===== src/hw/rtl/hsv_to_rgb_led_frame_assert.svh =====
// assertion macros for the hsv to rgb led frame converter
`ifndef HSV_TO_RGB_LED_FRAME_ASSERT_SVH
`define HSV_TO_RGB_LED_FRAME_ASSERT_SVH

`ifndef SYNTH
// condition must hold in the same cycle
`define HSVLED_ASSERT_NOW(lbl, clk, rst, ante, cons) \
   lbl: assert property (@(posedge clk) disable iff (rst) (ante) |-> (cons)) \
      else $error("hsvled check failed: same cycle");
// condition must hold in the following cycle
`define HSVLED_ASSERT_NEXT(lbl, clk, rst, ante, cons) \
   lbl: assert property (@(posedge clk) disable iff (rst) (ante) |=> (cons)) \
      else $error("hsvled check failed: next cycle");
`else
`define HSVLED_ASSERT_NOW(lbl, clk, rst, ante, cons)
`define HSVLED_ASSERT_NEXT(lbl, clk, rst, ante, cons)
`endif

`endif


===== src/hw/rtl/hsvled_pkg.sv =====
// shared types, constants and helpers for the hsv to rgb led frame converter
`timescale 1ns / 1ps
`default_nettype none

package hsvled_pkg;

   // 255 * 65536, full scale of the q and t numerators
   localparam logic [23:0] SCALE_K = 24'hFF0000;
   // one full turn of the hue fraction
   localparam logic [16:0] HUE_ONE = 17'h10000;
   // reciprocal of 255 for 16-bit dividends, used with a shift of 23
   localparam logic [31:0] RECIP_255 = 32'h0000_8081;

   localparam logic FMT_GLOBAL_BYTE = 1'b0;
   localparam logic FMT_HIGH_BITS   = 1'b1;

   // per-stage advance enables
   typedef struct packed {
      logic st1;
      logic st2;
      logic st3;
      logic st4;
      logic st5;
   } adv_type;

   // after the hue stage
   typedef struct packed {
      logic [2:0]  sext;
      logic [15:0] frac;
      logic [7:0]  sat;
      logic [7:0]  val;
   } hue_stage_type;

   // after the product stages
   typedef struct packed {
      logic [2:0] sext;
      logic [7:0] sat;
      logic [7:0] val;
      logic [7:0] p;
      logic [7:0] q;
      logic [7:0] t;
   } chan_stage_type;

   // exact floor(x / 255) for 16-bit x up to 65279, where the quotient fits in eight bits
   function automatic logic [7:0] div255(input logic [15:0] x);
      logic [31:0] prod;
      prod = {16'b0, x} * RECIP_255;
      return prod[30:23];
   endfunction

endpackage

`default_nettype wire


===== src/hw/rtl/hsv_to_rgb_led_frame.sv =====
// top level of the hsv to rgb led frame converter
//
//   channel | direction | handshake          | payload
//   --------+-----------+--------------------+----------------------------------
//   req     | in        | req_valid/req_stall| hue, saturation, brightness
//   rsp     | out       | rsp_valid/rsp_stall| red, green, blue, led_frame
//   csr     | in        | csr_wr_en          | frame_format (csr_wr_data)
//
// one pixel per clock sustained while rsp_stall stays low; results are shown from the select/pack register
// five register stages: hue*6, products, full-scale multiply, divide by 255, select/pack
// each stage moves up when its slot is empty or the next one moves, so bubbles close up
// under a response stall; req_stall rises only once all five stages hold a pixel
// synchronous reset empties the pipe and sets the frame format to the global byte layout
`timescale 1ns / 1ps
`default_nettype none
`include "hsv_to_rgb_led_frame_assert.svh"

module hsv_to_rgb_led_frame (
   input  wire logic        clock,
   input  wire logic        reset,
   // request channel
   input  wire logic        req_valid,
   output      logic        req_stall,
   input  wire logic [15:0] req_hue,
   input  wire logic [7:0]  req_saturation,
   input  wire logic [7:0]  req_brightness,
   // response channel
   output      logic        rsp_valid,
   input  wire logic        rsp_stall,
   output      logic [7:0]  rsp_red,
   output      logic [7:0]  rsp_green,
   output      logic [7:0]  rsp_blue,
   output      logic [31:0] rsp_led_frame,
   // configuration
   input  wire logic        csr_wr_en,
   input  wire logic        csr_wr_data
);
   import hsvled_pkg::*;

   localparam int unsigned NUM_STAGES = 5;

   adv_type                 adv;
   logic [NUM_STAGES-1:0]   adv_vec;
   logic [NUM_STAGES-1:0]   valid_ff;
   logic [NUM_STAGES-1:0]   valid_in;
   logic                    fmt_ff;
   hue_stage_type           hue_stage;
   chan_stage_type          chan_stage;

   // frame format register; the user must write it only while the pipe is empty, the block does not enforce it
   always_ff @(posedge clock) begin
      if (reset) begin
         fmt_ff <= FMT_GLOBAL_BYTE;
      end else if (csr_wr_en) begin
         fmt_ff <= csr_wr_data;
      end
   end

   // advance chain from the output back to the input; bit 0 is stage one
   always_comb begin
      adv.st5 = !valid_ff[4] || !rsp_stall;
      adv.st4 = !valid_ff[3] || adv.st5;
      adv.st3 = !valid_ff[2] || adv.st4;
      adv.st2 = !valid_ff[1] || adv.st3;
      adv.st1 = !valid_ff[0] || adv.st2;
      adv_vec = {adv.st5, adv.st4, adv.st3, adv.st2, adv.st1};
      valid_in = {valid_ff[NUM_STAGES-2:0], req_valid};
   end

   // valid bits follow the data; a stage that holds keeps its bit
   always_ff @(posedge clock) begin
      if (reset) begin
         valid_ff <= '0;
      end else begin
         valid_ff <= (valid_ff & ~adv_vec) | (valid_in & adv_vec);
      end
   end

   assign req_stall = !adv.st1;
   assign rsp_valid = valid_ff[NUM_STAGES-1];

   hsvled_hue u_hue (
      .clock      (clock),
      .adv        (adv),
      .hue        (req_hue),
      .saturation (req_saturation),
      .brightness (req_brightness),
      .stage_out  (hue_stage)
   );

   hsvled_prod u_prod (
      .clock     (clock),
      .adv       (adv),
      .stage_in  (hue_stage),
      .stage_out (chan_stage)
   );

   hsvled_pack u_pack (
      .clock        (clock),
      .adv          (adv),
      .stage_in     (chan_stage),
      .frame_format (fmt_ff),
      .red          (rsp_red),
      .green        (rsp_green),
      .blue         (rsp_blue),
      .led_frame    (rsp_led_frame)
   );

   // input is held back only when every stage is occupied
   `HSVLED_ASSERT_NOW(a_stall_only_when_full, clock, reset, req_stall, (&valid_ff))
   // a request transfer always lands in stage one
   `HSVLED_ASSERT_NEXT(a_req_lands, clock, reset, (req_valid && !req_stall), valid_ff[0])
   // a held middle stage keeps its pixel
   `HSVLED_ASSERT_NEXT(a_mid_hold, clock, reset, (valid_ff[2] && !adv.st4), valid_ff[2])
   // global byte layout carries red in the low byte
   `HSVLED_ASSERT_NOW(a_fmt_global, clock, reset, (rsp_valid && fmt_ff == FMT_GLOBAL_BYTE), (rsp_led_frame[31:24] == 8'hFF && rsp_led_frame[7:0] == rsp_red))

endmodule

`default_nettype wire


===== src/hw/rtl/hsvled_hue.sv =====
// first stage: hue times six split into sextant and fraction
`timescale 1ns / 1ps
`default_nettype none

module hsvled_hue (
   input  wire logic                       clock,
   input  wire hsvled_pkg::adv_type        adv,
   input  wire logic [15:0]                hue,
   input  wire logic [7:0]                 saturation,
   input  wire logic [7:0]                 brightness,
   output      hsvled_pkg::hue_stage_type  stage_out
);
   import hsvled_pkg::*;

   hue_stage_type stage_ff;
   hue_stage_type stage_in;
   logic [18:0]   hue6;

   // hue * 6 as 4h + 2h
   always_comb begin
      hue6           = {1'b0, hue, 2'b00} + {2'b00, hue, 1'b0};
      stage_in.sext  = hue6[18:16];
      stage_in.frac  = hue6[15:0];
      stage_in.sat   = saturation;
      stage_in.val   = brightness;
   end

   always_ff @(posedge clock) begin
      if (adv.st1) begin
         stage_ff <= stage_in;
      end
   end

   assign stage_out = stage_ff;

endmodule

`default_nettype wire


===== src/hw/rtl/hsvled_prod.sv =====
// stages two to four: products, full-scale subtraction and divide by 255
`timescale 1ns / 1ps
`default_nettype none

module hsvled_prod (
   input  wire logic                        clock,
   input  wire hsvled_pkg::adv_type         adv,
   input  wire hsvled_pkg::hue_stage_type   stage_in,
   output      hsvled_pkg::chan_stage_type  stage_out
);
   import hsvled_pkg::*;

   // stage two
   logic [2:0]  sext2_ff;
   logic [7:0]  sat2_ff;
   logic [7:0]  val2_ff;
   logic [23:0] sf_ff;
   logic [24:0] sg_ff;
   logic [15:0] pv_ff;
   logic [23:0] sf_in;
   logic [24:0] sg_in;
   logic [15:0] pv_in;
   logic [16:0] frac_rem;

   // stage three
   logic [2:0]  sext3_ff;
   logic [7:0]  sat3_ff;
   logic [7:0]  val3_ff;
   logic [15:0] qy_ff;
   logic [15:0] ty_ff;
   logic [7:0]  p3_ff;
   logic [23:0] qa;
   logic [24:0] ta_wide;
   logic [31:0] qprod;
   logic [31:0] tprod;

   // stage four
   chan_stage_type stage4_ff;
   chan_stage_type stage4_in;

   always_comb begin
      frac_rem = HUE_ONE - {1'b0, stage_in.frac};
      sf_in    = {16'b0, stage_in.sat} * {8'b0, stage_in.frac};
      sg_in    = {17'b0, stage_in.sat} * {8'b0, frac_rem};
      pv_in    = {8'b0, stage_in.val} * {8'b0, ~stage_in.sat};
   end

   always_ff @(posedge clock) begin
      if (adv.st2) begin
         sext2_ff <= stage_in.sext;
         sat2_ff  <= stage_in.sat;
         val2_ff  <= stage_in.val;
         sf_ff    <= sf_in;
         sg_ff    <= sg_in;
         pv_ff    <= pv_in;
      end
   end

   // both differences stay within 0..SCALE_K
   always_comb begin
      qa      = SCALE_K - sf_ff;
      ta_wide = {1'b0, SCALE_K} - sg_ff;
      qprod   = {24'b0, val2_ff} * {8'b0, qa};
      tprod   = {24'b0, val2_ff} * {8'b0, ta_wide[23:0]};
   end

   always_ff @(posedge clock) begin
      if (adv.st3) begin
         sext3_ff <= sext2_ff;
         sat3_ff  <= sat2_ff;
         val3_ff  <= val2_ff;
         qy_ff    <= qprod[31:16];
         ty_ff    <= tprod[31:16];
         p3_ff    <= div255(pv_ff);
      end
   end

   always_comb begin
      stage4_in.sext = sext3_ff;
      stage4_in.sat  = sat3_ff;
      stage4_in.val  = val3_ff;
      stage4_in.p    = p3_ff;
      stage4_in.q    = div255(qy_ff);
      stage4_in.t    = div255(ty_ff);
   end

   always_ff @(posedge clock) begin
      if (adv.st4) begin
         stage4_ff <= stage4_in;
      end
   end

   assign stage_out = stage4_ff;

endmodule

`default_nettype wire


===== src/hw/rtl/hsvled_pack.sv =====
// last stage: sextant channel select, grey override and led word packing
`timescale 1ns / 1ps
`default_nettype none

module hsvled_pack (
   input  wire logic                        clock,
   input  wire hsvled_pkg::adv_type         adv,
   input  wire hsvled_pkg::chan_stage_type  stage_in,
   input  wire logic                        frame_format,
   output      logic [7:0]                  red,
   output      logic [7:0]                  green,
   output      logic [7:0]                  blue,
   output      logic [31:0]                 led_frame
);
   import hsvled_pkg::*;

   localparam logic [2:0] SEXT_RED_YELLOW    = 3'd0;
   localparam logic [2:0] SEXT_YELLOW_GREEN  = 3'd1;
   localparam logic [2:0] SEXT_GREEN_CYAN    = 3'd2;
   localparam logic [2:0] SEXT_CYAN_BLUE     = 3'd3;
   localparam logic [2:0] SEXT_BLUE_MAGENTA  = 3'd4;

   logic [7:0]  red_ff, green_ff, blue_ff;
   logic [31:0] frame_ff;
   logic [7:0]  red_in, green_in, blue_in;
   logic [31:0] frame_in;

   always_comb begin
      unique case (stage_in.sext)
         SEXT_RED_YELLOW: begin
            red_in = stage_in.val; green_in = stage_in.t;   blue_in = stage_in.p;
         end
         SEXT_YELLOW_GREEN: begin
            red_in = stage_in.q;   green_in = stage_in.val; blue_in = stage_in.p;
         end
         SEXT_GREEN_CYAN: begin
            red_in = stage_in.p;   green_in = stage_in.val; blue_in = stage_in.t;
         end
         SEXT_CYAN_BLUE: begin
            red_in = stage_in.p;   green_in = stage_in.q;   blue_in = stage_in.val;
         end
         SEXT_BLUE_MAGENTA: begin
            red_in = stage_in.t;   green_in = stage_in.p;   blue_in = stage_in.val;
         end
         default: begin
            red_in = stage_in.val; green_in = stage_in.p;   blue_in = stage_in.q;
         end
      endcase

      // zero saturation is a grey at the given value
      if (stage_in.sat == 8'd0) begin
         red_in   = stage_in.val;
         green_in = stage_in.val;
         blue_in  = stage_in.val;
      end

      unique case (frame_format)
         FMT_HIGH_BITS:   frame_in = {blue_in | 8'h80, red_in | 8'h80, green_in | 8'h80, 8'h00};
         FMT_GLOBAL_BYTE: frame_in = {8'hFF, blue_in, green_in, red_in};
         default:         frame_in = {8'hFF, blue_in, green_in, red_in};
      endcase
   end

   always_ff @(posedge clock) begin
      if (adv.st5) begin
         red_ff   <= red_in;
         green_ff <= green_in;
         blue_ff  <= blue_in;
         frame_ff <= frame_in;
      end
   end

   assign red       = red_ff;
   assign green     = green_ff;
   assign blue      = blue_ff;
   assign led_frame = frame_ff;

endmodule

`default_nettype wire


===== config.mk =====
export PLATFORM = sky130hd
export DESIGN_NAME = hsv_to_rgb_led_frame
export DESIGN_NICKNAME = d
export VERILOG_FILES = /design/src/hw/rtl/hsvled_pkg.sv /design/src/hw/rtl/hsv_to_rgb_led_frame.sv /design/src/hw/rtl/hsvled_hue.sv /design/src/hw/rtl/hsvled_prod.sv /design/src/hw/rtl/hsvled_pack.sv
export VERILOG_INCLUDE_DIRS = /design/src /design/src/hw/rtl
export SDC_FILE = /design/constraint.sdc
export NUM_CORES = 2
export LEC_CHECK = 0
export BUFFER_PORTS_ARGS = -buffer_cell sky130_fd_sc_hd__buf_2
export CORE_ASPECT_RATIO = 0.75
export CORE_MARGIN = 5
export CORE_UTILIZATION = 45
export DETAILED_ROUTE_END_ITERATION = 10
export SETUP_SLACK_MARGIN = 0.5
export SYNTH_ARGS = -nofsm -noshare
export SYNTH_HDL_FRONTEND = slang
export SYNTH_SLANG_ARGS = --single-unit

===== constraint.sdc =====
create_clock -name clock -period 12.3 [get_ports clock]
set_input_delay 1.23 -clock clock [delete_from_list [all_inputs] [get_ports clock]]
set_output_delay 1.23 -clock clock [all_outputs]
set_load 0.01 [all_outputs]

# == After elaboration in Yosys (flattened, before gate mapping) ==
# Cells that the tools add are included.
# classes
order_cmp,0
n_div,0
bitwise,6
n_mul,8
n_eq_ne,4
muxes,7
addsub,4
n_shift,0
n_reduce_logical,18
# op_table
operator,count
$mul A16 B16 Y31 const B,3
$pmux W8 S3,3
$mul A8 B24 Y32,2
$pmux W32 S2,1
$sub A24 B24 Y24 const A,2
$mul A8 B16 Y24,1
$mul A8 B17 Y24,1
$mux W8,3
$add A18 B17 Y19,1
$sub A17 B16 Y17 const A,1
$mul A8 B8 Y16,1
$and A5 B5 Y5,2
$logic_not A8 Y1,1
$not A8 Y8,1
$reduce_or A2 Y1,4
$logic_not A1 Y1,7
$eq A3 B2 Y1 const B,2
$logic_or A1 B1 Y1,5
$not A5 Y5,1
$or A5 B5 Y5,1
$eq A3 B1 Y1 const B,1
$eq A3 B3 Y1 const B,1
$logic_not A3 Y1,1
$not A1 Y1,1
# totals
out_inout_bits,58
ramBits,0
word_cells,75
regBits,282
input_bits,38
latchBits,0
rom_bits,0
mem_count,0

# == Logic depth before layout (Yosys ltp) ==
# logic_depth
depth_word,9
ltp_mapped,25
ltp_nobuf,24

# == Cells and area by module ==
# Synthesis repeated with hierarchy kept, for this count alone.
# hier_totals
hier_cells,3521
hier_area_um2,35934.5
# by_module_without_submodules
mod,instances,cells_per_inst,area_per_inst_um2,seq_area_each_um2
hsvled_prod,1,3060,30847.1,5525.3
hsvled_pack,1,291,3026.7,1441.4
hsvled_hue,1,144,1820.5,1021.0
hsv_to_rgb_led_frame,1,26,240.2,120.1

# == Least setup slack after synthesis ==
# Ideal clock, no wire load.
# synth_timing
path_kind,register to register
from,register u_prod.sf_ff[7]
to,"register u_prod.qy_ff[15], data pin"
required_ns,12.040
slack_ns,6.256
path_stages_with_launch,21
t_arrival_ns,5.785
n_path_buf,0
setup_ns,0.260
cell_sequence,edfxtp_1 or4_4 or3_4 nor3_4 a21boi_1 xnor2_2 and2_1 fa_1 fa_1 fa_1 inv_1 fa_1 inv_1 ha_1 a21o_1 a21o_1 a2111oi_0 o21ai_0 or3b_1 a21oi_1 xnor2_1
# synth_via
elab_chain_len,2
# synth_rtl
element,line,source
from (decl),hsvled_prod.sv:17,logic [23:0] sf_ff;
from (signal assigned),hsvled_prod.sv:53,sf_ff <= sf_in;
$sub A24 B24 Y24,hsvled_prod.sv:61,qa = SCALE_K - sf_ff;
$mul A8 B24 Y32,hsvled_prod.sv:63,"qprod = {24'b0, val2_ff} * {8'b0, qa};"
net u_prod.qprod[31],hsvled_prod.sv:34,logic [31:0] qprod;
to (signal assigned),hsvled_prod.sv:72,qy_ff <= qprod[31:16];
to (decl),hsvled_prod.sv:29,logic [15:0] qy_ff;
# The timed path passes the listed nets, and every way through them passes these cells.
# A chain may end at the register's enable or synchronous reset.

# == Worst setup path after layout ==
# layout_timing
from,register u_prod.sf_ff[6]
to,"register u_prod.qy_ff[15], data pin"
# Same word-level chain as after synthesis.

==> reports/qor.txt <==
status: finished, final reports clean
DR vias: 23760
Critical Path AT: 7.19 ns
Cells after Synth: 3492
Post-Route WL: 77.26 mm
core area: 0.07817 mm²
starting density of the core: 0.4516
worst hold-check path type: flop to flop
drt first pass iters: 5
CTS root buf: clkbuf_16
Slew headroom: 0.2195
Crit-path slowest cell: nor4_1
critical path's most frequent cell: fa_1
total grt overflow: 0
Ys Warns: 0
Antenna Nets Post-Route: 0
DRC viols: 0
clock sinks: 270
row count: 89
CP required: 12.63 ns
I/O Pins: 96
die width: 333.4 µm
initial antenna violation count: 1
Synth Cell Area: 0.03530 mm²
Final Cycle Share: 0.5577
vias per inst: 5.174
Post-CTS Setup Bufs: 0
mean post-synth cell area: 10.11 µm²
post-synthesis register bit count: 270
Die ar.: 0.08420 mm²
worst r2r src: u_prod.sf_ff[6]
Final Slew Violations: 0
Max Cap Viol: 0
# hold bufs at CTS: 0
Worst Setup SP: u_prod.sf_ff[6]
area delta synth->final: 7.004%
Fin Clk Skew: 0.01610 ns
clock-pin slew on the worst setup and hold paths: 0.06 ns
worst slew pin tran: 1.167 ns
fin crit period: 6.860 ns
global-route wire length before repair: 129.7 mm
CP max FO: 8
Yosys cell types: 81
Vert. Die Dim: 252.6 µm
Slowest Stage Delay on Critical Path: 0.63 ns
unrepaired setup endpoints after global routing: false
nets: 4439
Worst Setup End Kind: flop
largest net degree at the start of global routing: 82
Max Root-Sink Buffers: 3
Worst-Skew Late Latency: 0.59 ns
number of H-tree levels: 1
synthesized net count: 4407
max frequency: 0.1458 GHz
Cell Chain, Critical Path: or4_4 > nor3_1 > nand2_1 > nand3_1 > xor2_1 > nand2_1 > fa_1 > inv_1 > fa_1 > fa_1 > inv_1 > fa_1 > inv_1 > ha_1 > nand4_1 > nor4_1 > nand3_1 > o21ai_0 > or3b_1 > a21oi_1 > xnor2_1
ant diodes: 0
fraction of layout cells with a size suffix above 1: 0.05585
post-cts resize count: 0
PortBufs: 94
Setup CP Type: flop to flop
CTS buffer count: 28
dpl hpwl: 59.07 mm
Setup TNS Final: 0 ns
GRT Util Overall: 0.1867
DR WL/cell: 16.83 µm
EDFF count, synth: 264
Hold Crit Start: u_prod.sat2_ff[1]
asr flop ratio synth: 0
Final setup viols: 0
initial DRC count: 1482
CP Launch Type: flop
CTS tree: yes
vias in the first global route: 24110
routability cong.: 0.8574
Synth Flop Type: edfxtp_1
register area share after synthesis: 0.2280
final-report hold violation count: 0
## metal layers
layer | share of wire | GRT usage
met5 | 0 | 0
met4 | 0.0090 | 0.01854
met3 | 0.048 | 0.02553
met2 | 0.41 | 0.2730
met1 | 0.54 | 0.3041
## cell families (layout without fill, tap and decap cells)
| group | Yosys count | in the layout | synth area share |
|---|---|---|---|
| AND/OR/NAND/NOR | 1111 | 1111 | 0.1713 |
| multiplexers | 40 | 40 | 0.01141 |
| adder cells (fa/ha/maj) | 877 | 877 | 0.4061 |
| AO/OA/AOI/OAI | 420 | 420 | 0.07649 |
| XOR/XNOR | 158 | 158 | 0.04005 |
| other | 1 | 1 | 0.0001062 |
| buffers and inverters | 615 | 668 | 0.06656 |
| flip-flops | 270 | 270 | 0.2280 |
## layout make-up
type,instances,area (µm²)
clock inverter,18,220.2
clock buffer,33,740.7
fill,7343,40400
sequential,270,8048
timing repair buffer,121,673.1
inverter,496,1862
multi-input combinational,2607,24920
tap,1046,1309
## cell usage after synthesis, types with 38 or more instances
library cell / n / area, µm²
inv_1: 496 / 1862
and2_1: 456 / 2853
fa_1: 448 / 8969
ha_1: 429 / 5368
edfxtp_1: 264 / 7928
nand2_1: 242 / 908.4
nor2_1: 133 / 499.2
a21oi_1: 130 / 650.6
clkbuf_1: 102 / 382.9
xnor2_1: 102 / 893.4
o21ai_0: 80 / 400.4
nor2b_1: 73 / 456.7
xor2_1: 52 / 455.4
a21o_1: 46 / 345.3
nand3_1: 42 / 210.2
nand2b_1: 41 / 256.5
mux2i_1: 38 / 380.4
## registers in the layout, summed over array words and instances (netlist names), named ones only
register	cells
u_prod.sat3_ff	8
u_pack.led_frame	24
u_pack.green	8
u_prod.sext3_ff	3
u_pack.red	8
u_prod.sext2_ff	3
u_prod.val3_ff	8
fmt_ff	1
u_pack.blue	8
u_prod.sf_ff	22
u_prod.stage_out	43
u_hue.stage_out	34
u_prod.pv_ff	16
u_prod.qy_ff	16
u_prod.sg_ff	23
u_prod.p3_ff	8
u_prod.val2_ff	8
u_prod.sat2_ff	8
u_prod.ty_ff	16
## per-stage QoR
stage                     std cells  instance area, µm²  utilization  setup WS, ns  hold WS, ns
after CTS                      4591               37770       0.4832         5.512       0.4200
after detailed placement       4540               36810       0.4709         5.540       0.4054
after global routing           4591               37770       0.4832         5.028       0.4248
after global placement         4540               36810       0.4709         5.516       0.4005
after floorplan                3492               35300            -         6.256       0.4003
final                          4591               37770       0.4832         5.440       0.4181
## path summary, 6_finish.rpt
check                           end  slack, ns  cells past startpoint
setup reg to reg   u_prod.qy_ff[15]       5.44                     21
hold / removal    u_prod.sat3_ff[1]       0.42                      0
setup / recovery   u_prod.qy_ff[15]       5.44                     21
hold reg to reg   u_prod.sat3_ff[1]       0.42                      0
## critical path: cells and delay by family (launching register included)
family / cells / cell delay [ns]
DFF: 1 / 0.46
and+or+nand+nor: 9 / 2.63
xor gates and xnor gates: 2 / 0.61
adders and majority gates: 5 / 2.42
buffers and inverters: 3 / 0.15
AOI/OAI and AO/OA: 2 / 0.34
## placed cells by master, fill, tap and decap left out, types with 29 or more instances in the layout
master     synthesis  final
xnor2_1          102    102
ha_1             429    429
nor2_1           133    133
nand2_1          242    240
buf_2              3     94
nor2b_1           73     73
fa_1             448    448
inv_1            496    496
nand3_1           42     41
a21o_1            46     46
edfxtp_1         264    264
mux2i_1           38     38
xor2_1            52     52
and2_1           456    456
o21ai_0           80     80
clkbuf_16          0     29
a21oi_1          130    130
nand2b_1          41     41
Power is left out: the tool's default activity adds up to more than one toggle a clock period on the data nets, which glitch-free logic cannot reach.
